<file path="src/rtl/i2cm_pkg.sv">
// ----------------------------------------------------------------------------
// i2cm_pkg
// Types and constants shared by the I2C master bit engine modules.
// ----------------------------------------------------------------------------
package i2cm_pkg;

    localparam logic [2:0] OP_START    = 3'd0;
    localparam logic [2:0] OP_STOP     = 3'd1;
    localparam logic [2:0] OP_WRITE    = 3'd2;
    localparam logic [2:0] OP_READ     = 3'd3;
    localparam logic [2:0] OP_ACK      = 3'd4;
    localparam logic [2:0] OP_NACK     = 3'd5;
    localparam logic [2:0] OP_WAIT_ACK = 3'd6;

    localparam logic CFG_UNIT_TICKS  = 1'b0;
    localparam logic CFG_ACK_TIMEOUT = 1'b1;

    localparam logic [15:0] UNIT_TICKS_RESET  = 16'd1;
    localparam logic [7:0]  ACK_TIMEOUT_RESET = 8'd250;

    localparam logic [2:0] UNITS_LONG  = 3'd4;
    localparam logic [2:0] UNITS_BIT   = 3'd2;
    localparam logic [2:0] UNITS_SHORT = 3'd1;
    localparam logic [3:0] BITS_PER_BYTE = 4'd8;

    typedef struct packed {
        logic       cmd_valid;
        logic [2:0] operation;
        logic [7:0] tx_byte;
        logic       sda_in;
    } item_t;

    typedef struct packed {
        logic       scl_level;
        logic       sda_level;
        logic       sda_drive;
        logic       ready_res;
        logic       done_res;
        logic [7:0] rx_byte;
        logic       ack_failed;
    } res_t;

    typedef enum logic [2:0] {
        CMD_NONE,
        CMD_START,
        CMD_STOP,
        CMD_WRITE,
        CMD_READ,
        CMD_ACK,
        CMD_NACK,
        CMD_WAIT_ACK
    } cmd_kind_t;

    typedef struct packed {
        cmd_kind_t  kind;
        logic [7:0] tx_byte;
        logic       sda_in;
    } q_entry_t;

    typedef enum logic [4:0] {
        PH_IDLE,
        PH_ST_A,
        PH_ST_B,
        PH_SP_A,
        PH_SP_B,
        PH_SP_C,
        PH_WA_A,
        PH_WA_B,
        PH_WA_POLL,
        PH_AK_A,
        PH_AK_B,
        PH_WR_A,
        PH_WR_B,
        PH_WR_C,
        PH_RD_A,
        PH_RD_B
    } phase_t;

endpackage

</file>
<file path="src/rtl/i2cm_front.sv">
// ----------------------------------------------------------------------------
// i2cm_front
// Accepts tick transactions, decodes the command and queues them for the
// bit engine.
// ----------------------------------------------------------------------------
module i2cm_front import i2cm_pkg::*; #(
    parameter int QUEUE_DEPTH = 4
) (
    input  logic     clk,
    input  logic     rst_n,
    input  logic     item_valid,
    output logic     item_ready,
    input  item_t    item,
    input  logic     pop,
    output logic     q_empty,
    output q_entry_t q_head
);

    localparam int PTR_W = (QUEUE_DEPTH > 1) ? $clog2(QUEUE_DEPTH) : 1;
    localparam int CNT_W = $clog2(QUEUE_DEPTH + 1);
    localparam logic [PTR_W-1:0] LAST_PTR = PTR_W'(QUEUE_DEPTH - 1);
    localparam logic [CNT_W-1:0] FULL_CNT = CNT_W'(QUEUE_DEPTH);

    q_entry_t             mem_reg [QUEUE_DEPTH];
    logic [PTR_W-1:0]     wr_ptr_reg, wr_ptr_next;
    logic [PTR_W-1:0]     rd_ptr_reg, rd_ptr_next;
    logic [CNT_W-1:0]     count_reg, count_next;
    q_entry_t             entry;
    logic                 push;

    always_comb
    begin
        entry.tx_byte = item.tx_byte;
        entry.sda_in  = item.sda_in;
        entry.kind    = CMD_NONE;
        if (item.cmd_valid)
        begin
            unique case (item.operation)
                OP_START:    entry.kind = CMD_START;
                OP_STOP:     entry.kind = CMD_STOP;
                OP_WRITE:    entry.kind = CMD_WRITE;
                OP_READ:     entry.kind = CMD_READ;
                OP_ACK:      entry.kind = CMD_ACK;
                OP_NACK:     entry.kind = CMD_NACK;
                OP_WAIT_ACK: entry.kind = CMD_WAIT_ACK;
                default:     entry.kind = CMD_NONE;
            endcase
        end
    end

    assign item_ready = (count_reg != FULL_CNT);
    assign push       = item_valid && item_ready;
    assign q_empty    = (count_reg == '0);
    assign q_head     = mem_reg[rd_ptr_reg];

    always_comb
    begin
        wr_ptr_next = wr_ptr_reg;
        rd_ptr_next = rd_ptr_reg;
        count_next  = count_reg;
        if (push)
        begin
            wr_ptr_next = (wr_ptr_reg == LAST_PTR) ? '0 : wr_ptr_reg + PTR_W'(1);
        end
        if (pop)
        begin
            rd_ptr_next = (rd_ptr_reg == LAST_PTR) ? '0 : rd_ptr_reg + PTR_W'(1);
        end
        if (push && !pop)
        begin
            count_next = count_reg + CNT_W'(1);
        end
        else if (pop && !push)
        begin
            count_next = count_reg - CNT_W'(1);
        end
    end

    always_ff @(posedge clk or negedge rst_n)
    begin
        if (!rst_n)
        begin
            wr_ptr_reg <= '0;
            rd_ptr_reg <= '0;
            count_reg  <= '0;
        end
        else
        begin
            wr_ptr_reg <= wr_ptr_next;
            rd_ptr_reg <= rd_ptr_next;
            count_reg  <= count_next;
        end
    end

    always_ff @(posedge clk)
    begin
        if (push)
        begin
            mem_reg[wr_ptr_reg] <= entry;
        end
    end

endmodule

</file>
<file path="src/rtl/i2cm_core.sv">
// ----------------------------------------------------------------------------
// i2cm_core
// Bit engine: steps the SCL/SDA sequencer one tick per queued transaction and
// registers the line levels and status as the result transaction.
// ----------------------------------------------------------------------------
module i2cm_core import i2cm_pkg::*; (
    input  logic        clk,
    input  logic        rst_n,
    input  logic        cfg_we,
    input  logic        cfg_index,
    input  logic [15:0] cfg_data,
    input  logic        q_empty,
    input  q_entry_t    q_head,
    output logic        pop,
    output logic        res_valid,
    input  logic        res_ready,
    output res_t        res
);

    logic [15:0] unit_ticks_reg;
    logic [7:0]  ack_timeout_reg;

    phase_t      phase_reg, phase_next;
    logic [3:0]  bit_count_reg, bit_count_next;
    logic [15:0] unit_count_reg, unit_count_next;
    logic [2:0]  delay_units_reg, delay_units_next;
    logic [7:0]  shift_reg, shift_next;
    logic [7:0]  poll_count_reg, poll_count_next;
    logic        scl_reg, scl_next;
    logic        sda_reg, sda_next;
    logic        drive_reg, drive_next;
    logic [7:0]  recv_byte_reg, recv_byte_next;
    logic        fail_reg, fail_next;
    logic        done;

    logic        res_valid_reg;
    res_t        res_reg;

    logic [15:0] ut;
    logic [15:0] uc_inc;
    logic [2:0]  dly_dec;
    logic        unit_end;
    logic        delay_end;
    logic [3:0]  bit_inc;

    assign pop       = !q_empty && (!res_valid_reg || res_ready);
    assign res_valid = res_valid_reg;
    assign res       = res_reg;

    always_comb
    begin
        ut        = (unit_ticks_reg == '0) ? 16'd1 : unit_ticks_reg;
        uc_inc    = unit_count_reg + 16'd1;
        unit_end  = (uc_inc >= ut);
        dly_dec   = (delay_units_reg != '0) ? delay_units_reg - 3'd1 : delay_units_reg;
        delay_end = unit_end && (dly_dec == '0);
        bit_inc   = bit_count_reg + 4'd1;
    end

    always_comb
    begin
        phase_next       = phase_reg;
        bit_count_next   = bit_count_reg;
        unit_count_next  = unit_count_reg;
        delay_units_next = delay_units_reg;
        shift_next       = shift_reg;
        poll_count_next  = poll_count_reg;
        scl_next         = scl_reg;
        sda_next         = sda_reg;
        drive_next       = drive_reg;
        recv_byte_next   = recv_byte_reg;
        fail_next        = fail_reg;
        done             = 1'b0;

        if (pop)
        begin
            priority if (phase_reg == PH_IDLE)
            begin
                unit_count_next = '0;
                unique case (q_head.kind)
                    CMD_START:
                    begin
                        drive_next = 1'b1; sda_next = 1'b1; scl_next = 1'b1;
                        phase_next = PH_ST_A; delay_units_next = UNITS_LONG;
                    end
                    CMD_STOP:
                    begin
                        drive_next = 1'b1; scl_next = 1'b0; sda_next = 1'b0;
                        phase_next = PH_SP_A; delay_units_next = UNITS_LONG;
                    end
                    CMD_WRITE:
                    begin
                        drive_next = 1'b1; scl_next = 1'b0;
                        bit_count_next = '0;
                        sda_next   = q_head.tx_byte[7];
                        shift_next = {q_head.tx_byte[6:0], 1'b0};
                        phase_next = PH_WR_A; delay_units_next = UNITS_BIT;
                    end
                    CMD_READ:
                    begin
                        drive_next = 1'b0; scl_next = 1'b0;
                        shift_next = '0; bit_count_next = '0;
                        phase_next = PH_RD_A; delay_units_next = UNITS_BIT;
                    end
                    CMD_ACK, CMD_NACK:
                    begin
                        scl_next = 1'b0; drive_next = 1'b1;
                        sda_next = (q_head.kind == CMD_NACK);
                        phase_next = PH_AK_A; delay_units_next = UNITS_BIT;
                    end
                    CMD_WAIT_ACK:
                    begin
                        drive_next = 1'b0; sda_next = 1'b1;
                        fail_next = 1'b0; poll_count_next = '0;
                        phase_next = PH_WA_A; delay_units_next = UNITS_SHORT;
                    end
                    default:
                    begin
                        unit_count_next = unit_count_reg;
                    end
                endcase
            end
            else if (phase_reg == PH_WA_POLL)
            begin
                priority if (!q_head.sda_in)
                begin
                    scl_next   = 1'b0;
                    phase_next = PH_IDLE;
                    done       = 1'b1;
                end
                else if (poll_count_reg >= ack_timeout_reg)
                begin
                    fail_next  = 1'b1;
                    drive_next = 1'b1; scl_next = 1'b0; sda_next = 1'b0;
                    phase_next = PH_SP_A; delay_units_next = UNITS_LONG;
                    unit_count_next = '0;
                end
                else
                begin
                    poll_count_next = poll_count_reg + 8'd1;
                end
            end
            else
            begin
                unit_count_next  = unit_end ? 16'd0 : uc_inc;
                delay_units_next = unit_end ? dly_dec : delay_units_reg;
                if (delay_end)
                begin
                    unique case (phase_reg)
                        PH_ST_A:
                        begin
                            sda_next = 1'b0;
                            phase_next = PH_ST_B; delay_units_next = UNITS_LONG;
                        end
                        PH_ST_B:
                        begin
                            scl_next = 1'b0; phase_next = PH_IDLE; done = 1'b1;
                        end
                        PH_SP_A:
                        begin
                            scl_next = 1'b1;
                            phase_next = PH_SP_B; delay_units_next = UNITS_SHORT;
                        end
                        PH_SP_B:
                        begin
                            sda_next = 1'b1;
                            phase_next = PH_SP_C; delay_units_next = UNITS_LONG;
                        end
                        PH_SP_C:
                        begin
                            phase_next = PH_IDLE; done = 1'b1;
                        end
                        PH_WA_A:
                        begin
                            scl_next = 1'b1;
                            phase_next = PH_WA_B; delay_units_next = UNITS_SHORT;
                        end
                        PH_WA_B:
                        begin
                            phase_next = PH_WA_POLL;
                        end
                        PH_AK_A:
                        begin
                            scl_next = 1'b1;
                            phase_next = PH_AK_B; delay_units_next = UNITS_BIT;
                        end
                        PH_AK_B:
                        begin
                            scl_next = 1'b0; phase_next = PH_IDLE; done = 1'b1;
                        end
                        PH_WR_A:
                        begin
                            scl_next = 1'b1;
                            phase_next = PH_WR_B; delay_units_next = UNITS_BIT;
                        end
                        PH_WR_B:
                        begin
                            scl_next = 1'b0;
                            phase_next = PH_WR_C; delay_units_next = UNITS_BIT;
                        end
                        PH_WR_C:
                        begin
                            bit_count_next = bit_inc;
                            if (bit_inc >= BITS_PER_BYTE)
                            begin
                                phase_next = PH_IDLE; done = 1'b1;
                            end
                            else
                            begin
                                sda_next   = shift_reg[7];
                                shift_next = {shift_reg[6:0], 1'b0};
                                phase_next = PH_WR_A; delay_units_next = UNITS_BIT;
                            end
                        end
                        PH_RD_A:
                        begin
                            scl_next   = 1'b1;
                            shift_next = {shift_reg[6:0], q_head.sda_in};
                            phase_next = PH_RD_B; delay_units_next = UNITS_SHORT;
                        end
                        PH_RD_B:
                        begin
                            bit_count_next = bit_inc;
                            if (bit_inc >= BITS_PER_BYTE)
                            begin
                                recv_byte_next = shift_reg;
                                phase_next = PH_IDLE; done = 1'b1;
                            end
                            else
                            begin
                                scl_next = 1'b0;
                                phase_next = PH_RD_A; delay_units_next = UNITS_BIT;
                            end
                        end
                        default:
                        begin
                            phase_next = PH_IDLE;
                        end
                    endcase
                end
            end
        end
    end

    always_ff @(posedge clk or negedge rst_n)
    begin
        if (!rst_n)
        begin
            unit_ticks_reg  <= UNIT_TICKS_RESET;
            ack_timeout_reg <= ACK_TIMEOUT_RESET;
        end
        else if (cfg_we)
        begin
            if (cfg_index == CFG_UNIT_TICKS)
            begin
                unit_ticks_reg <= cfg_data;
            end
            if (cfg_index == CFG_ACK_TIMEOUT)
            begin
                ack_timeout_reg <= cfg_data[7:0];
            end
        end
    end

    always_ff @(posedge clk or negedge rst_n)
    begin
        if (!rst_n)
        begin
            phase_reg       <= PH_IDLE;
            bit_count_reg   <= '0;
            unit_count_reg  <= '0;
            delay_units_reg <= '0;
            shift_reg       <= '0;
            poll_count_reg  <= '0;
            scl_reg         <= 1'b1;
            sda_reg         <= 1'b1;
            drive_reg       <= 1'b1;
            recv_byte_reg   <= '0;
            fail_reg        <= 1'b0;
            res_valid_reg   <= 1'b0;
        end
        else
        begin
            phase_reg       <= phase_next;
            bit_count_reg   <= bit_count_next;
            unit_count_reg  <= unit_count_next;
            delay_units_reg <= delay_units_next;
            shift_reg       <= shift_next;
            poll_count_reg  <= poll_count_next;
            scl_reg         <= scl_next;
            sda_reg         <= sda_next;
            drive_reg       <= drive_next;
            recv_byte_reg   <= recv_byte_next;
            fail_reg        <= fail_next;
            if (pop)
            begin
                res_valid_reg <= 1'b1;
            end
            else if (res_ready)
            begin
                res_valid_reg <= 1'b0;
            end
        end
    end

    always_ff @(posedge clk)
    begin
        if (pop)
        begin
            res_reg.scl_level  <= scl_next;
            res_reg.sda_level  <= sda_next;
            res_reg.sda_drive  <= drive_next;
            res_reg.ready_res  <= (phase_next == PH_IDLE);
            res_reg.done_res   <= done;
            res_reg.rx_byte    <= recv_byte_next;
            res_reg.ack_failed <= fail_next;
        end
    end

endmodule

</file>
<file path="src/rtl/i2c_master_bit_engine.sv">
// ----------------------------------------------------------------------------
// i2c_master_bit_engine
// I2C master bit engine: one tick transaction in, one line-level result out.
// ----------------------------------------------------------------------------
// Throughput: one transaction per cycle while the result side accepts, set by the single-step bit engine.
// Path: an accepted transaction is registered in the tick queue, then popped
//   into the result register once the result side can take it; it also
//   waits behind every entry queued before it.
// Reset: async active low; lines idle high and driven, queue empty,
//   unit_ticks = 1, ack_timeout_polls = 250.
module i2c_master_bit_engine import i2cm_pkg::*; #(
    parameter int QUEUE_DEPTH = 4
) (
    input  logic        clk,
    input  logic        rst_n,
    input  logic        item_valid,
    output logic        item_ready,
    input  item_t       item,
    output logic        res_valid,
    input  logic        res_ready,
    output res_t        res,
    input  logic        cfg_we,
    input  logic        cfg_index,
    input  logic [15:0] cfg_data
);

    logic     pop;
    logic     q_empty;
    q_entry_t q_head;

    i2cm_front #(
        .QUEUE_DEPTH (QUEUE_DEPTH)
    ) u_front (
        .clk        (clk),
        .rst_n      (rst_n),
        .item_valid (item_valid),
        .item_ready (item_ready),
        .item       (item),
        .pop        (pop),
        .q_empty    (q_empty),
        .q_head     (q_head)
    );

    i2cm_core u_core (
        .clk        (clk),
        .rst_n      (rst_n),
        .cfg_we     (cfg_we),
        .cfg_index  (cfg_index),
        .cfg_data   (cfg_data),
        .q_empty    (q_empty),
        .q_head     (q_head),
        .pop        (pop),
        .res_valid  (res_valid),
        .res_ready  (res_ready),
        .res        (res)
    );

    a_pop_nonempty: assert property (@(posedge clk) disable iff (!rst_n)
        pop |-> !q_empty)
        else $error("pop from empty tick queue");

    a_pop_result: assert property (@(posedge clk) disable iff (!rst_n)
        pop |=> res_valid)
        else $error("popped tick produced no result");

    a_done_idle: assert property (@(posedge clk) disable iff (!rst_n)
        (res_valid && res.done_res) |-> res.ready_res)
        else $error("command done while engine not idle");

endmodule

</file>
<file path="config.mk">
export PLATFORM = sky130hd
export DESIGN_NAME = i2c_master_bit_engine
export DESIGN_NICKNAME = d
export VERILOG_FILES = /design/src/rtl/i2cm_pkg.sv /design/src/rtl/i2cm_front.sv /design/src/rtl/i2cm_core.sv /design/src/rtl/i2c_master_bit_engine.sv
export SDC_FILE = /design/constraint.sdc
export NUM_CORES = 1
export LEC_CHECK = 0
export BUFFER_PORTS_ARGS = -buffer_cell sky130_fd_sc_hd__clkbuf_2
export CORE_MARGIN = 1
export CORE_UTILIZATION = 60
export CTS_CLUSTER_DIAMETER = 60
export DETAILED_ROUTE_END_ITERATION = 10
export GPL_ROUTABILITY_DRIVEN = 0
export PLACE_DENSITY = 0.87
export SLEW_MARGIN = 20
export SYNTH_ARGS = -nofsm -noshare
export SYNTH_HDL_FRONTEND = slang
export SYNTH_HIERARCHICAL = 1
export SYNTH_SLANG_ARGS = --single-unit
</file>
<file path="constraint.sdc">
create_clock -name clk -period 5.03 [get_ports clk]
set_input_delay 0 -clock clk [delete_from_list [all_inputs] [get_ports clk]]
set_output_delay 0 -clock clk [all_outputs]
set_load 0.02 [all_outputs]
</file>
Yosys cells after proc, flatten, opt, wreduce, memory -nomap -nowiden. Memories as Yosys holds them, arrays and structs flattened. Cells that the tools add are included.

Flip-flop bits (word level): 102. RAM bits: 48. Input bits: 35. Output and inout port bits: 16. Word-level logic and storage cells: 219. Memories kept: 1.

Memory list: u_front.mem_reg (words 4, bits a word 12, read ports 1, clocked after memory_dff 0, write ports 1, line i2cm_front.sv:24) `q_entry_t mem_reg [QUEUE_DEPTH];`.

$add $sub $neg: 8. Magnitude comparators: 3. Equality and inequality tests: 41. Muxes and demuxes: 94. Bitwise operators: 1. Reduce and logical (&&, ||, !) cells: 47.

Operators with widths (count): $mux 8 (15); $mux 16 (7); $pmux 5 s11 (1); $eq 5x4->1 const B (8); $mux 1 (33); $mux 3 (11); $pmux 8 s2 (2); $mux 5 (6); $pmux 5 s6 (1); $mux 4 (7); $eq 3x3->1 const B (7); $pmux 3 s7 (1); $eq 5x3->1 const B (4); $add 16x1->16 const B (1); $ge 16x16->1 (1); $logic_not 16->1 (1); $reduce_or 5->1 (3); $reduce_or 2->1 (7); $eq 3x2->1 const B (4); $pmux 3 s4 (1); $reduce_bool 2->1 (6); $reduce_or 3->1 (4); $eq 5x2->1 const B (2); $logic_not 5->1 (2); other kinds (33) (59).

Depth between registers and ports, before layout.
Depth in word-level cells: 9. Mapped depth: 17. Gate-level depth less buffers: 14.

By module. The synthesis kept the hierarchy.

Modules (own cells, without submodules): i2cm_core (instances 1, cells an instance 581, area an instance 5526.6 µm², sequential area each 2459.9 µm²); i2cm_front (instances 1, cells an instance 105, area an instance 2208.4 µm², sequential area each 1616.6 µm²).

Worst setup path after synthesis. Ideal clock, no wire load.

Kind: reg2reg. Start: reg u_core.unit_count_reg[0]. End: reg u_core.res_reg, in the netlist u_core/res[1] (data pin). Setup time: 0.263 ns. Arrival time: 3.881 ns. Required time: 4.767 ns. Path slack: 0.886 ns. Cell stages (with the launch flop): 16. Buffers on the path: 1. Clock period less this slack: 4.144 ns. Cells stage by stage: dfrtp_1 -> nand3_1 -> nor3_1 -> and3_1 -> clkbuf_1 -> nand3_1 -> or3_1 -> nand2_1 -> ha_1 -> nand4_1 -> nor3_1 -> o2111ai_2 -> a31oi_4 -> nand2_4 -> nor4b_4 -> mux2_2.

Cells in the longest elaborated chain, start to end: 7.

RTL lines: from (decl) (line i2cm_core.sv:25) `logic [15:0] unit_count_reg, unit_count_next;`; from (signal assigned) (line i2cm_core.sv:286) `unit_count_reg <= unit_count_next;`; $add 16x1->16 (line i2cm_core.sv:53) `uc_inc = unit_count_reg + 16'd1;`; $ge 16x16->1 (line i2cm_core.sv:54) `unit_end = (uc_inc >= ut);`; $logic_and 1x1->1 (line i2cm_core.sv:56) `delay_end = unit_end && (dly_dec == '0);`; $mux 8 (line i2cm_core.sv:147) `if (delay_end)`; $mux 8 (line i2cm_core.sv:123) `else if (phase_reg == PH_WA_POLL)`; $mux 8 (line i2cm_core.sv:77) `priority if (phase_reg == PH_IDLE)`; $mux 8 (line i2cm_core.sv:75) `if (pop)`; via u_core.recv_byte_next[0] (line i2cm_core.sv:32) `logic [7:0] recv_byte_reg, recv_byte_next;`; to (decl) (line i2cm_core.sv:37) `res_t res_reg;`.

The timed path passes the listed nets, and every way through them passes these cells. A chain may end at the register's enable or synchronous reset.

Worst setup path in the final report.
Start: reg u_core.unit_count_reg[2]. End: reg u_core.res_reg, in the netlist u_core/res[7] (data pin).

Same word-level chain as after synthesis.

==> summary by stage <==
Setup path
The critical path goes through nand3_1, nor3_1, and3_1, nand3_1, o21ai_0, nand2_1, ha_1, nand4_1, nor3_1, o2111ai_2, a31oi_4, nand2_4, nor4b_4, mux2_2. The worst setup path is of the reg -> reg kind. The worst stage delay on the critical path is 0.53 ns. The cell family contributing the most delay on the critical path is simple AND/OR/NAND/NOR gates. The kind of start point of the critical path is a flip-flop. The signal arrival time at the worst endpoint is 4.79 ns. The critical path capture point type is a flip-flop. Data on the critical path is required at its endpoint by 5.20 ns. The master of the slowest instance on the critical path is sky130_fd_sc_hd__nor4b_4. Along the worst path, the maximum fanout reaches 8.

The critical path contains buffers and inverters numbering 0 combined.

Drt
The number of vias per cell is 6.20. The number of remaining DRC errors is 0. The sum of routed wire length over all layers is 17.9 mm. The detail route stage leaves a number of antenna-violating nets equal to 0.

After detailed routing, the average wire length per cell comes to 19.0 µm. The first detailed-routing pass ran for 6 iterations. The number of design-rule violations left by the first detailed-router iteration is 746. The overall via count from detail_route is 5855.

Power
The maximum ir drop on the vdd rail is 0.000328 V. For this design the ratio of total power to cell area is 500 mW/mm². Summed over all cells, the static leakage comes to 3.86 nW.

Timing
In this run the tightest slew margin relative to its limit is 33.7%. Of the available clock period, the critical path in the final layout requires 91.7%. The total negative slack for setup checks is 0 ns.

The count of pins over their slew limit is 0. The largest clock skew in the final design is 0.0143 ns. The final-report hold violation count is 0. The number of failing setup endpoints in the final timing report is 0. The shortest period the worst path allows is 4.61 ns. For the pin with the worst max-slew slack, the measured transition is 0.990 ns. The maximum operating frequency is 0.217 GHz. Setup repair after global routing left no endpoint under its margin.

GRT
For this run, the total global-route usage over all layers was measured as 28.8%. The via count of the first global-routing pass was 5882. The final global-route overflow total is 0.

The first-pass GRT wire length is 28.8 mm. The number of antenna violations at the first check in global routing came to 0. The largest net degree at the start of global routing is 89.

Yosys
The number of unique standard cell types used by synthesis is 73. Yosys printed 6 warnings. In the synthesized netlist the dominant register cell turns out to be sky130_fd_sc_hd__dfrtp_1.

When the netlist entered floorplanning its net count stood at 758. Of the total synthesized cell area, the portion taken by XOR and XNOR cells is 2.83%. Summing the areas of all and, or, nand and nor instances in the mapped netlist gives 14.2% of the synthesized area. Sequential elements use 52.7% of the synthesized area. The share of synthesized cell area in full adder, half adder and majority cells is 6.08%. The dominant combinational cell family by area after synthesis is simple AND/OR/NAND/NOR gates. The share of flip-flops with an asynchronous set or reset is 58.7%. The cell area after technology mapping is 0.00773 mm². The total of flip-flops plus latches after synthesis is 150.

The fraction of the mapped netlist area in compound gates is 12.7%. The average cell area after synthesis is 11.3 µm². Multiplexer cells account for 7.96% of the synthesized area.

Counting every instance in the synthesized netlist gives 686. The number of flops mapped to enable cells by yosys is 62.

Floorplanning
The floorplan step defined a die boundary enclosing 0.0133 mm². The initial standard-cell utilization of the core is 61.3%. After floorplanning, the core was sized to cover 0.0126 mm². The floorplan has 41 rows. In this run the vertical extent of the chip is 116 µm. The number of placed I/O pins is 51. In this run the horizontal extent of the chip is 116 µm.

CTS
In this run, post-CTS repair resized a total of 0 instances. The clock tree from TritonCTS is yes. The H-tree generated during clock tree synthesis spans 4 levels. The number of clock sinks seen by CTS is 150.

The number of buffers inserted to repair setup after CTS is 0. The buffer type at the clock tree root is sky130_fd_sc_hd__clkbuf_16. The clock reaches the later pin of the worst-skew pair after 0.43 ns. The number of buffers between clock root and the deepest sink is 2. After clock tree synthesis, the clock-pin slew on the worst setup and hold paths is 0.06 ns.

Counting the buffers created by CTS gives 17.

Layout
The post-route netlist has 19.8% of its cells at a drive strength greater than 1. The area overhead of the layout relative to synthesis is 16.9%. The final layout contains 831 nets.

The filler cell count is 844. The number of flip-flops under the largest register name is 48. 0 antenna diodes ended up in the layout. Summing all non-filler instances in the final layout gives an area of 0.00904 mm².

Min path
In this run the worst hold path is classified as in -> reg.

Placed design
Buffers placed on the I/O ports in this run total 50. Once placement finished, the instance area stood at 0.00812 mm². Summed over all nets, the half-perimeter wirelength after detailed placement is 11.8 mm.

Run status
The run finished with clean final reports.

Run
Across the run, the number of max-cap violations was 0.
==> cell usage after synthesis, types with 3 or more instances <==
cell type / instances / area, µm²
sky130_fd_sc_hd__dfstp_2: 10 / 263
sky130_fd_sc_hd__a211oi_1: 4 / 30.0
sky130_fd_sc_hd__o21ai_0: 59 / 295
sky130_fd_sc_hd__and3_2: 4 / 30.0
sky130_fd_sc_hd__nand2b_1: 14 / 87.6
sky130_fd_sc_hd__edfxtp_1: 62 / 1860
sky130_fd_sc_hd__xor2_1: 13 / 114
sky130_fd_sc_hd__a31oi_1: 6 / 37.5
sky130_fd_sc_hd__nor2_1: 40 / 150
sky130_fd_sc_hd__o221ai_1: 3 / 26.3
sky130_fd_sc_hd__nand3_1: 28 / 140
sky130_fd_sc_hd__mux4_2: 12 / 270
sky130_fd_sc_hd__nor4_1: 6 / 37.5
sky130_fd_sc_hd__and2_1: 8 / 50.1
sky130_fd_sc_hd__nor2b_1: 8 / 50.1
sky130_fd_sc_hd__or4_1: 3 / 22.5
sky130_fd_sc_hd__buf_1: 3 / 11.3
sky130_fd_sc_hd__inv_1: 40 / 150
sky130_fd_sc_hd__ha_1: 36 / 450
sky130_fd_sc_hd__a22o_1: 3 / 26.3
sky130_fd_sc_hd__nand4_1: 4 / 25.0
sky130_fd_sc_hd__o22ai_1: 4 / 25.0
sky130_fd_sc_hd__clkbuf_1: 24 / 90.1
sky130_fd_sc_hd__nand2_1: 71 / 267
sky130_fd_sc_hd__a21oi_1: 14 / 70.1
sky130_fd_sc_hd__o21a_1: 4 / 30.0
sky130_fd_sc_hd__xnor2_1: 12 / 105
sky130_fd_sc_hd__a2bb2oi_1: 4 / 35.0
sky130_fd_sc_hd__and3_1: 7 / 43.8
sky130_fd_sc_hd__dfrtp_1: 78 / 1950
sky130_fd_sc_hd__buf_2: 3 / 15.0
sky130_fd_sc_hd__nor3_1: 9 / 45.0
sky130_fd_sc_hd__mux2_2: 28 / 315
sky130_fd_sc_hd__o31ai_1: 10 / 75.1
==> repair_timing <==
item / 4_1_cts / 5_1_grt
endpoints found under the setup margin: 0 / 2
hold buffers: 30 / 0
hold endpoints to repair: 147 / 0
==> cell families after synthesis <==
family | Yosys count
adders and majority gates | 37
and+or+nand+nor | 218
muxes | 42
DFF | 150
xor gates and xnor gates | 25
AOI/OAI and AO/OA | 143
buffers and inverters | 71
==> worst register-to-register path: cells and delay by family (launching register included) <==
| kind | cells | cell delay, ns |
|---|---|---|
| simple gates | 9 | 2.32 |
| compound gates | 3 | 0.88 |
| mux | 1 | 0.42 |
| flops | 1 | 0.41 |
| fa+ha+maj | 1 | 0.33 |
==> routing by layer <==
layer / global-route usage [%] / wire length, µm / vias up
met3: 7.85 / 1280 / 74
met1: 34.1 / 6950 / 2853
met5: 0 / 0 / -
met2: 49.3 / 9110 / 278
li1: - / - / 2650
met4: 13.2 / 572 / 0
==> path summary, 6_finish.rpt <==
path	to	depth (start not counted)	slack, ns	startpoint
worst min-delay path	u_front/wr_ptr_reg[1]	3	0.04	item_valid
max in group asynchronous	u_core/recv_byte_reg[6]	2	4.30	rst_n
min in group asynchronous	u_core/unit_ticks_reg[15]	2	0.22	rst_n
worst max-delay path	u_core/res[7]	14	0.42	u_core/unit_count_reg[2]
worst max register to register	u_core/res[7]	14	0.42	u_core/unit_count_reg[2]
worst min register to register	u_front/count_reg[2]	1	0.49	u_front/count_reg[2]
==> layout make-up <==
| type | count | area [µm²] | share of cell area [%] |
|---|---|---|---|
| Tap cell | 172 | 215 | 2.38 |
| Clock inverter | 14 | 189 | 2.09 |
| Inverter | 40 | 150 | 1.66 |
| Clock buffer | 18 | 429 | 4.75 |
| Sequential cell | 150 | 4080 | 45.1 |
| Multi-Input combinational cell | 465 | 3380 | 37.4 |
| Timing Repair Buffer | 85 | 594 | 6.58 |
==> power breakdown <==
group	leakage, nW	total, mW	switching (mW)	internal, mW
logic	1.88	1.41	0.821	0.587
registers	1.68	1.79	0.256	1.54
clock network	0.296	1.31	0.520	0.795
total	3.86	4.52	1.60	2.92
==> cells in the final DEF (no fill, tap or decap), types with 30 or more instances in the layout <==
master                          count
sky130_fd_sc_hd__edfxtp_1          62
sky130_fd_sc_hd__ha_1              36
sky130_fd_sc_hd__o21ai_0           59
sky130_fd_sc_hd__nand2_1           71
sky130_fd_sc_hd__clkbuf_2          49
sky130_fd_sc_hd__dfrtp_1           78
sky130_fd_sc_hd__inv_1             40
sky130_fd_sc_hd__nor2_1            40
sky130_fd_sc_hd__dlygate4sd3_1     30
==> stage by stage <==
step / util (%) / std cells / power, mW / setup slack [ns] / hold slack, ns
6_report: 71.6 / 944 / 4.52 / 0.417 / 0.0436
5_1_grt: 71.6 / 944 / 4.73 / 0.0551 / 0.0474
4_1_cts: 71.6 / 944 / 4.50 / 0.405 / 0.0208
3_5_place_dp: 64.3 / 882 / 3.14 / 0.436 / 0.209
3_3_place_gp: 64.3 / 882 / 3.04 / 0.562 / 0.201
2_1_floorplan: - / 686 / 2.76 / 0.886 / -0.296
Note: power is estimated with default switching activity, not from simulation.
